**config.mk**
```make
export PLATFORM = sky130hd
export DESIGN_NAME = btr_queue
export DESIGN_NICKNAME = d
export VERILOG_FILES = /design/src/sv/btr_queue.sv
export SDC_FILE = /design/constraint.sdc
export NUM_CORES = 1
export LEC_CHECK = 0
export ABC_AREA = 1
export BUFFER_PORTS_ARGS = -buffer_cell sky130_fd_sc_hd__buf_2
export CAP_MARGIN = 25
export CORE_AREA = 3 3 67 69
export DETAILED_ROUTE_END_ITERATION = 12
export DIE_AREA = 0 0 70 72
export PLACE_DENSITY_LB_ADDON = 0.05
export SETUP_SLACK_MARGIN = 0.02
export SKIP_LAST_GASP = 1
export SLEW_MARGIN = 25
export SYNTH_ARGS = -nofsm -noshare
export SYNTH_HDL_FRONTEND = slang
export SYNTH_SLANG_ARGS = --single-unit
export TNS_END_PERCENT = 5
```
**constraint.sdc**
```tcl
create_clock -name clk_i -period 1.8 [get_ports clk_i]
set_clock_uncertainty 0.05 [all_clocks]
set_input_delay 0.27 -clock clk_i [delete_from_list [all_inputs] [get_ports clk_i]]
set_output_delay 0.27 -clock clk_i [all_outputs]
set_load 0.1 [all_outputs]
```
**src/sv/btr_queue.sv**
```systemverilog
// small register fifo used between the pipeline parts
module btr_queue #(
  parameter int unsigned Width = 8,
  parameter int unsigned Depth = 4
) (
  input  logic             clk_i,
  input  logic             rst_ni,
  input  logic             push_i,
  input  logic [Width-1:0] data_i,
  output logic             full_o,
  input  logic             pop_i,
  output logic [Width-1:0] data_o,
  output logic             empty_o
);

  localparam int unsigned PtrW = (Depth > 1) ? $clog2(Depth) : 1;
  localparam int unsigned CntW = $clog2(Depth + 1);
  localparam logic [PtrW-1:0] LastPtr = PtrW'(Depth - 1);
  localparam logic [CntW-1:0] FullCnt = CntW'(Depth);

  logic [Width-1:0] slot_q [Depth];
  logic [PtrW-1:0]  wptr_q, wptr_d, rptr_q, rptr_d;
  logic [CntW-1:0]  cnt_q, cnt_d;
  logic             do_push, do_pop;

  assign full_o  = (cnt_q == FullCnt);
  assign empty_o = (cnt_q == '0);
  assign data_o  = slot_q[rptr_q];
  assign do_push = push_i && !full_o;
  assign do_pop  = pop_i && !empty_o;

  always_comb begin
    wptr_d = wptr_q;
    rptr_d = rptr_q;
    cnt_d  = cnt_q;
    if (do_push) begin
      wptr_d = (wptr_q == LastPtr) ? '0 : wptr_q + PtrW'(1);
    end
    if (do_pop) begin
      rptr_d = (rptr_q == LastPtr) ? '0 : rptr_q + PtrW'(1);
    end
    if (do_push && !do_pop) begin
      cnt_d = cnt_q + CntW'(1);
    end else if (!do_push && do_pop) begin
      cnt_d = cnt_q - CntW'(1);
    end
  end

  always_ff @(posedge clk_i or negedge rst_ni) begin
    if (!rst_ni) begin
      wptr_q <= '0;
      rptr_q <= '0;
      cnt_q  <= '0;
    end else begin
      wptr_q <= wptr_d;
      rptr_q <= rptr_d;
      cnt_q  <= cnt_d;
    end
  end

  always_ff @(posedge clk_i) begin
    if (do_push) begin
      slot_q[wptr_q] <= data_i;
    end
  end

endmodule

```
==> impl_metrics.csv <==
group,metric,value,unit
outcome,run_status,"completed",
timing,finalCritPeriodShare,0.9448,
clock_tree,clockBufferDepth,2,
timing,drv_slew,0,
timing,hold_violations,0,
floorplan,die_width,70,µm
placed_design,placed_area,2118,µm²
yosys,yosysMostFrequentCell,"nand2_1",
yosys,synth-seq-cells,39,
timing,setup_tns,0,ns
clock_tree,ctsRootBufferMaster,"clkbuf_8",
timing,fin_crit,1.701,ns
yosys,yosysWarnings,0,
finish,insertedDiodeCount,0,
setup_path,critical_path_buf_inv_count,3,
route,drc_errors,0,
timing,setup_viol,0,
global_route,grt_pass1_wl,5264,µm
route,dr_total_vias,1146,
floorplan,die_h,72,µm
route,top_layer,"met4",
global_route,grt_pass1_vias,1133,
yosys,synth_nets,173,
clock_tree,clk_latency,0.29,ns
timing,rsz0062_at_grt,"yes",
clock_tree,htree_levels,2,
floorplan,std_cell_rows,23,
clock_tree,cts_buffers,5,
clock_tree,cts_num_sinks,39,
route,drtIter0Drc,52,
timing,timing.hold.ws,0.1390,ns
yosys,ys_top_cells_by_area,"edfxtp_1 55%, dfrtp_1 10%, nand2_1 8.1%",
route,wl,3009,µm
placed_design,place_congestion,0.7446,
setup_path,worst_ep_arrival_time,1.82,ns
yosys,netlist_area,1759,µm²
route,wl_met3,130,µm
finish,nets,212,
floorplan,core_region_area,3971,µm²
worst_hold_path,hp-class,"input pin to register",
setup_path,path_common_cell,"inv_2",
yosys,synth_top_area_frac,0.5462,
yosys,ys.flop_type,"edfxtp_1",
finish,drive_gt1_frac,0.2835,
setup_path,cp-end-kind,"register",
floorplan,die_area,5040,µm²
route,drt-pass1-iter-count,6,
global_route,grt_antenna_before_repair,0,
route,wl_per_cell,12.33,µm
yosys,ys_async_sr_fraction,0.1795,
yosys,seq_area_frac_synth,0.6458,
setup_path,cp_data_required_time,1.92,ns
setup_path,slowest_stage,"fa_2",
timing,fmax,588.0,MHz
setup_path,worstSetupStartpointType,"register",
global_route,track_usage,0.1372,
global_route,grt_max_degree,36,
clock_tree,cts_tree,"yes",
route,vias_per_cell,4.697,
yosys,synth.distinct_cells,16,
route,dr_wl_met2,1446,µm
global_route,grt_overflow_total,0,
setup_path,crit_chain,"inv_2 > nand3_2 > nand2_2 > inv_1 > ha_1 > inv_2 > fa_2 > nand2_1 > o21ai_0",
yosys,synth_edf_count,32,
yosys,synth_cells,154,
timing,slew-limit-headroom,0.8662,
placed_design,hpwl,2152,µm
route,met1_length,1391,µm
placed_design,portBuffers,21,
setup_path,cpLargestDelayFamily,"adder cells",
setup_path,worst-path-max-fanout,2,
floorplan,ios,22,
clock_tree,clk_pin_slew,0.07,ns
finish,area_delta_synth_final,29.59,%
floorplan,start_util,0.4430,
flow_run,maxCapViolCount,0,
yosys,syn_avg_cell_area,11.42,µm²
setup_path,slowest_delay,0.42,ns
route,ant_nets,0,
finish,design_area,2280,µm²
setup_path,critPathKind,"register to register",
yosys,synth_top_cell_by_area,"edfxtp_1",
timing,worst_pin_slew,0.2006,ns
yosys,synth_commonest_cells,"38 x nand2_1, 32 x edfxtp_1, 31 x inv_1, 15 x o211ai_1",
## area by class of cell
| class | count | area, µm² |
|---|---|---|
| fillers | 353 | 1692 |
| flip-flops and latches | 39 | 1136 |
| multi-input cells | 78 | 464.2 |
| repair buffers | 37 | 385.4 |
| inverters | 32 | 123.9 |
| clock buffers | 5 | 68.82 |
| well taps | 50 | 62.56 |
| clock inverters | 3 | 38.79 |
## routing by layer
| metal | GRT usage | up-vias |
|---|---|---|
| met2 | 0.2151 | 21 |
| met5 | 0 | - |
| met4 | 0.04468 | 0 |
| li1 | - | 584 |
| met3 | 0.05402 | 4 |
| met1 | 0.1760 | 537 |
## state kept, by name, summed over array words and instances (netlist names)
register,cells
cnt_q,3
rptr_q,2
slot_q,32
wptr_q,2
## stage by stage
step | setup slack (ns) | util | std cells
after detailed placement | 0.01932 | 0.5334 | 233
after CTS | 0.02235 | 0.5655 | 243
final | 0.09942 | 0.5740 | 244
after floorplan | 0.05686 | - | 154
after global routing | 0.003780 | 0.5740 | 244
after global placement | 0.1151 | 0.5334 | 233
## final timing paths
check | cells past startpoint | from | slack (ns) | endpoint
setup / recovery | 9 | cnt_q[0]$_DFFE_PN0P_ | 0.1 | cnt_q[1]$_DFFE_PN0P_
hold / removal | 1 | data_i[2] | 0.14 | slot_q[2][2]$_DFFE_PP_
setup reg to reg | 9 | cnt_q[0]$_DFFE_PN0P_ | 0.1 | cnt_q[1]$_DFFE_PN0P_
hold reg to reg | 2 | wptr_q[1]$_DFFE_PN0P_ | 0.49 | wptr_q[1]$_DFFE_PN0P_
max in group asynchronous | 2 | rst_ni | 1.24 | wptr_q[1]$_DFFE_PN0P_
min in group asynchronous | 2 | rst_ni | 0.30 | rptr_q[0]$_DFFE_PN0P_
## cells by family (layout without fill, tap and decap cells)
group / after synthesis / count (layout) / share of synthesized area
AOI/OAI and AO/OA: 17 / 17 / 0.07397
xor gates and xnor gates: 1 / 1 / 0.004980
adders and majority gates: 7 / 7 / 0.05405
buffers and inverters: 37 / 77 / 0.1003
DFF: 39 / 39 / 0.6458
and+or+nand+nor: 53 / 53 / 0.1209
## worst register-to-register path: stages, from the launching register on
cell and delay, ns:
dfrtp_1 0.40, inv_2 0.08, nand3_2 0.09, nand2_2 0.07, inv_1 0.04, ha_1 0.21, inv_2 0.08, fa_2 0.42
nand2_1 0.07, o21ai_0 0.08
## placed cells by master (no fill, tap or decap), drive strengths merged
master,n
o21ai,1
fa,1
buf,36
clkinvlp,1
xnor2,1
edfxtp,32
dfrtp,7
nand3,7
o211ai,16
ha,6
inv,31
clkbuf,5
nor2,6
nand2,39
bufinv,1
dlygate4sd3,1
clkinv,2
nand4,1
## timing repair
item | 4_1_cts | 5_1_grt
endpoints found under the setup margin | 1 | 10
resized for setup | 1 | 10
hold buffers | 1 | 0
endpoints found under the hold margin | 7 | 0
buffers inserted | 1 | 1
Power is left out: the tool's default activity adds up to more than one toggle a clock period on the data nets, which glitch-free logic cannot reach.
