--- src/sv/btr_pkg.sv ---
// shared types, constants and helpers of the background tile renderer
package btr_pkg;

  localparam int unsigned VramAddrW = 13;
  localparam int unsigned BankIdxW  = VramAddrW - 1;
  localparam int unsigned BankDepth = 1 << BankIdxW;

  localparam logic [VramAddrW-1:0] MapLowBase     = 13'h1800;
  localparam logic [VramAddrW-1:0] MapHighBase    = 13'h1C00;
  localparam logic [VramAddrW-1:0] SignedDataBase = 13'h1000;

  // control register bits
  localparam int unsigned CtrlDisplayBit = 7;
  localparam int unsigned CtrlDataSelBit = 4;
  localparam int unsigned CtrlMapSelBit  = 3;

  typedef enum logic [1:0] {
    RegControl = 2'd0,
    RegScrollX = 2'd1,
    RegScrollY = 2'd2,
    RegPalette = 2'd3
  } cfg_idx_e;

  typedef struct packed {
    logic [7:0] control;
    logic [7:0] scroll_x;
    logic [7:0] scroll_y;
    logic [7:0] palette;
  } cfg_t;

  // classified item handed from the front to the back
  typedef struct packed {
    logic                 is_write;
    logic [VramAddrW-1:0] waddr;
    logic [7:0]           wdata;
    logic [7:0]           px;
    logic [7:0]           ln;
    logic                 display;
    logic [VramAddrW-1:0] map_addr;
    logic [2:0]           fine_x;
    logic [2:0]           fine_y;
  } cmd_t;

  typedef struct packed {
    logic [7:0] px;
    logic [7:0] ln;
    logic [1:0] shade;
  } pix_t;

  function automatic logic [7:0] shade_level(input logic [1:0] shade);
    logic [7:0] lvl;
    case (shade)
      2'd0:    lvl = 8'hFF;
      2'd1:    lvl = 8'd192;
      2'd2:    lvl = 8'd96;
      default: lvl = 8'd0;
    endcase
    return lvl;
  endfunction

endpackage

--- src/sv/btr_front.sv ---
// front part: takes items, applies scroll and forms the tile map address
module btr_front (
  input  logic                clk_i,
  input  logic                rst_ni,
  input  btr_pkg::cfg_t       cfg_i,
  input  logic                push_i,
  output logic                full_o,
  input  logic                kind_i,
  input  logic [12:0]         vram_address_i,
  input  logic [7:0]          write_data_i,
  input  logic [7:0]          pixel_x_i,
  input  logic [7:0]          line_i,
  output logic                cmd_push_o,
  output btr_pkg::cmd_t       cmd_o,
  input  logic                cmd_full_i
);

  logic          valid_q, valid_d;
  btr_pkg::cmd_t cmd_q, cmd_d;
  logic          accept;
  logic [8:0]    sx_sum, sy_sum;
  logic [7:0]    sx, sy;

  assign full_o     = valid_q && cmd_full_i;
  assign accept     = push_i && !full_o;
  assign cmd_push_o = valid_q && !cmd_full_i;
  assign cmd_o      = cmd_q;

  assign sx_sum = {1'b0, pixel_x_i} + {1'b0, cfg_i.scroll_x};
  assign sy_sum = {1'b0, line_i} + {1'b0, cfg_i.scroll_y};
  assign sx     = sx_sum[7:0];
  assign sy     = sy_sum[7:0];

  always_comb begin
    cmd_d          = cmd_q;
    cmd_d.is_write = !kind_i;
    cmd_d.waddr    = vram_address_i;
    cmd_d.wdata    = write_data_i;
    cmd_d.px       = pixel_x_i;
    cmd_d.ln       = line_i;
    cmd_d.display  = cfg_i.control[btr_pkg::CtrlDisplayBit];
    // 32x32 map: row from coarse y, column from coarse x
    cmd_d.map_addr = (cfg_i.control[btr_pkg::CtrlMapSelBit] ? btr_pkg::MapHighBase
                                                            : btr_pkg::MapLowBase)
                     + btr_pkg::VramAddrW'({sy[7:3], sx[7:3]});
    cmd_d.fine_x   = sx[2:0];
    cmd_d.fine_y   = sy[2:0];
  end

  always_comb begin
    valid_d = valid_q;
    if (accept) begin
      valid_d = 1'b1;
    end else if (cmd_push_o) begin
      valid_d = 1'b0;
    end
  end

  always_ff @(posedge clk_i or negedge rst_ni) begin
    if (!rst_ni) begin
      valid_q <= 1'b0;
    end else begin
      valid_q <= valid_d;
    end
  end

  always_ff @(posedge clk_i) begin
    if (accept) begin
      cmd_q <= cmd_d;
    end
  end

endmodule

--- config.mk ---
export PLATFORM = sky130hd
export DESIGN_NAME = btr_front
export DESIGN_NICKNAME = d
export VERILOG_FILES = /design/src/sv/btr_pkg.sv /design/src/sv/btr_front.sv
export SDC_FILE = /design/constraint.sdc
export NUM_CORES = 1
export LEC_CHECK = 0
export BUFFER_PORTS_ARGS = -buffer_cell sky130_fd_sc_hd__buf_4
export CORE_ASPECT_RATIO = 2
export CORE_UTILIZATION = 44
export CTS_CLUSTER_DIAMETER = 30
export DETAILED_ROUTE_END_ITERATION = 12
export PLACE_DENSITY = 0.77
export SLEW_MARGIN = 20
export SYNTH_ARGS = -nofsm -noshare
export SYNTH_HDL_FRONTEND = slang
export SYNTH_SLANG_ARGS = --single-unit
--- constraint.sdc ---
create_clock -name clk_i -period 4.3 [get_ports clk_i]
set_input_delay 0.86 -clock clk_i [delete_from_list [all_inputs] [get_ports clk_i]]
set_output_delay 0.86 -clock clk_i [all_outputs]
set_load 0.1 [all_outputs]
==> key figures <==
Outcome
  • Run status: finished, final reports clean

GRT
  • Initial antenna violation count: 0
  • Overflow after GRT: 0
  • Largest net degree at the start of global routing: 39
  • Vias in the first global route: 1707
  • Total track usage: 19.0%
  • Global-route wire length before repair: 7.36 mm

Pwr
  • Leak pwr: 0.00154 uW
  • Max IR drop VDD: 0.343 mV
  • Power per Cell Area: 478 nW/um^2

Worst setup path
  • Crit path top cell by count: buf_4
  • Buffers and inverters on the worst path: 2
  • Worst R2R Start: valid_q
  • Worst R2R End: cmd_o[28]
  • Reg2Reg Depth: 3
  • Setup CP Type: input pin to primary output
  • CP Cell Sequence: buf_4 -> and2_1 -> buf_4
  • Highest net fanout along the worst path: 3
  • Crit. End Element: primary output
  • CP max stage delay: 320 ps
  • Worst EP arrival: 1460 ps
  • Reg2reg setup slack: 2380 ps
  • Crit start category: input pin
  • Worst EP required: 3440 ps
  • WP depth: 3
  • Cell family with most CP delay: buffers and inverters
  • CP max stage cell: buf_4

Placement
  • Buffers added on ports: 117
  • Pre-CTS setup slack: 1740 ps
  • Gpl congestion: 0.761
  • DP Wirelength: 3.83 mm
  • Placed inst area: 3330 sq um

Clocking
  • CTS max path bufs: 2
  • Clock sink count: 57
  • Post-CTS Setup Bufs: 0
  • Clk root buf: clkbuf_8
  • Worst-skew pair later-pin latency: 330 ps
  • CTS tree: yes
  • Cts bufs inserted: 9
  • Post-CTS sizing: 0
  • H-Tree Depth: 3
  • Post-CTS Hold Fix Bufs: 0
  • Clock-pin slew on the worst setup and hold paths: 60 ps

Layout
  • N_diodes: 0
  • Register area: 1710 sq um
  • Nets@finish: 365
  • Layout cell share with drive strength beyond 1: 48.9%
  • Layout area overhead: 49.9%
  • FILL cells: 421
  • Post-layout instance area: 3560 sq um
  • Multi-input gate area: 626 sq um

STA
  • Fin crit period: 2320 ps
  • Final setup skew: 2.76 ps
  • Actual slew at the worst max-slew pin: 526 ps
  • RSZ-0062 raised after global routing: false
  • Max_slew headroom: 64.9%
  • Final Hold Vio Count: 0
  • Final Max Tran Viols: 0
  • Final Cycle Share: 54.0%
  • Max Freq: 431 MHz
  • # setup viols final: 0
  • Setup tns final: 0 ps
  • Final worst slack: 1980 ps

Yosys
  • Syn_area_per_cell: 16.1 sq um
  • Top cell type by total area after synthesis: edfxtp_1
  • EDFF count, synth: 56
  • Top FF cell, synth: edfxtp_1
  • Ranking of synthesized cells by area: edfxtp_1 (71%), ha_1 (7.4%), xnor2_1 (2.2%)
  • Most common cell in the netlist: edfxtp_1
  • Post-Syn Area: 2370 sq um
  • Post-synth top cells: edfxtp_1 (56), ha_1 (14), inv_1 (10)
  • Synth Warn #: 0
  • #FFs+latches synth: 57
  • Post-synth top area share: 70.8%
  • Post-synth ARST share: 1.75%
  • Post-synthesis cell type count: 29
  • Sequential fraction of the synthesis area: 71.9%
  • Post-Synthesis Cells: 147

Detailed routing
  • Vias per inst: 5.01
  • Avg WL per Cell: 14.6 microns
  • Met3 wire length: 589 microns
  • DR vias: 1695
  • Drt first-iter violations: 35
  • DR DRC count: 0
  • Post-Route WL: 4.94 mm
  • Metal-1 WL: 1.53 mm
  • Antenna-violating nets left: 0
  • Met2 wire length: 2.69 mm
  • Drt first pass iters: 4
  • Top layer in use: met4

Worst hold path
  • HP Class: input pin to async pin

Die
  • Die area: 5710 sq um
  • Top Ports: 134
  • Row count: 37
  • Total core area: 5180 sq um
  • Initial Util: 45.8%
  • Die Y: 106 microns
  • Die width: 53.9 microns

Flow run
  • Max-cap violations: 0
-- worst max path at each step --
stage	startpoint	endpoint
floorplan	cmd_full_i	cmd_o[0]
global placement	cmd_full_i	cmd_o[42]
detailed placement	cmd_full_i	cmd_o[42]
CTS	cmd_full_i	full_o
global route	cmd_full_i	full_o
finish	cmd_full_i	full_o
-- per-stage QoR --
stage	total power (uW)	instances	util, %	hold WS (ps)
floorplan	1040	148	-	564
global placement	1150	322	64.2	637
detailed placement	1150	322	64.2	639
CTS	1720	338	68.6	270
global route	1760	338	68.6	273
finish	1700	338	68.6	290
-- area by class of cell --
type	count	area share, %
clock buffer	11	4.26
clock inverter	5	2.18
timing repair buffer	118	24.9
sequential	57	48.0
tap	58	2.04
multi-input combinational	79	17.6
inverter	10	1.06
-- layout by cell type, fill, tap and decap left out, types with 3 or more instances in the layout --
cell type,n
a211oi_1,4
a21oi_1,9
buf_4,118
clkbuf_8,11
edfxtp_1,56
ha_1,14
inv_1,10
nor2_1,7
nor2b_1,3
o21ai_0,7
xnor2_1,6
-- flip-flops by register name (all words and copies together), names as in the netlist --
register and flops:
valid_q 1, cmd_o 56
-- kinds of logic (layout without fill, tap and decap cells) --
group                    after synthesis  count (layout)  synth area share, %
multiplexers                           1               1                0.422
flip-flops                            57              57                 71.9
buffers and inverters                 12             144                 2.21
other                                  1               2                0.158
XOR/XNOR                               8               8                 2.95
AO/OA/AOI/OAI                         31              31                 8.33
AND/OR/NAND/NOR                       21              21                 4.96
adder cells (fa/ha/maj)               16              16                 9.07
-- metal layers --
metal,GRT usage [%],up-vias
met5,0,-
met3,7.65,12
met2,33.2,106
met4,11.8,0
li1,-,808
met1,16.5,769
-- report_power, final --
part | internal [uW] | total, uW | switching [uW]
Clock | 355 | 559 | 204
Sequential | 660 | 670 | 9.86
Combinational | 120 | 471 | 352
Total | 1140 | 1700 | 565
-- worst reg2reg max path, stage by stage (launching register included) --
cell and delay (ps):
dfrtp_1 370, and2_1 180, nor2b_4 450, buf_4 530
Power figures use the tool's default switching activity.
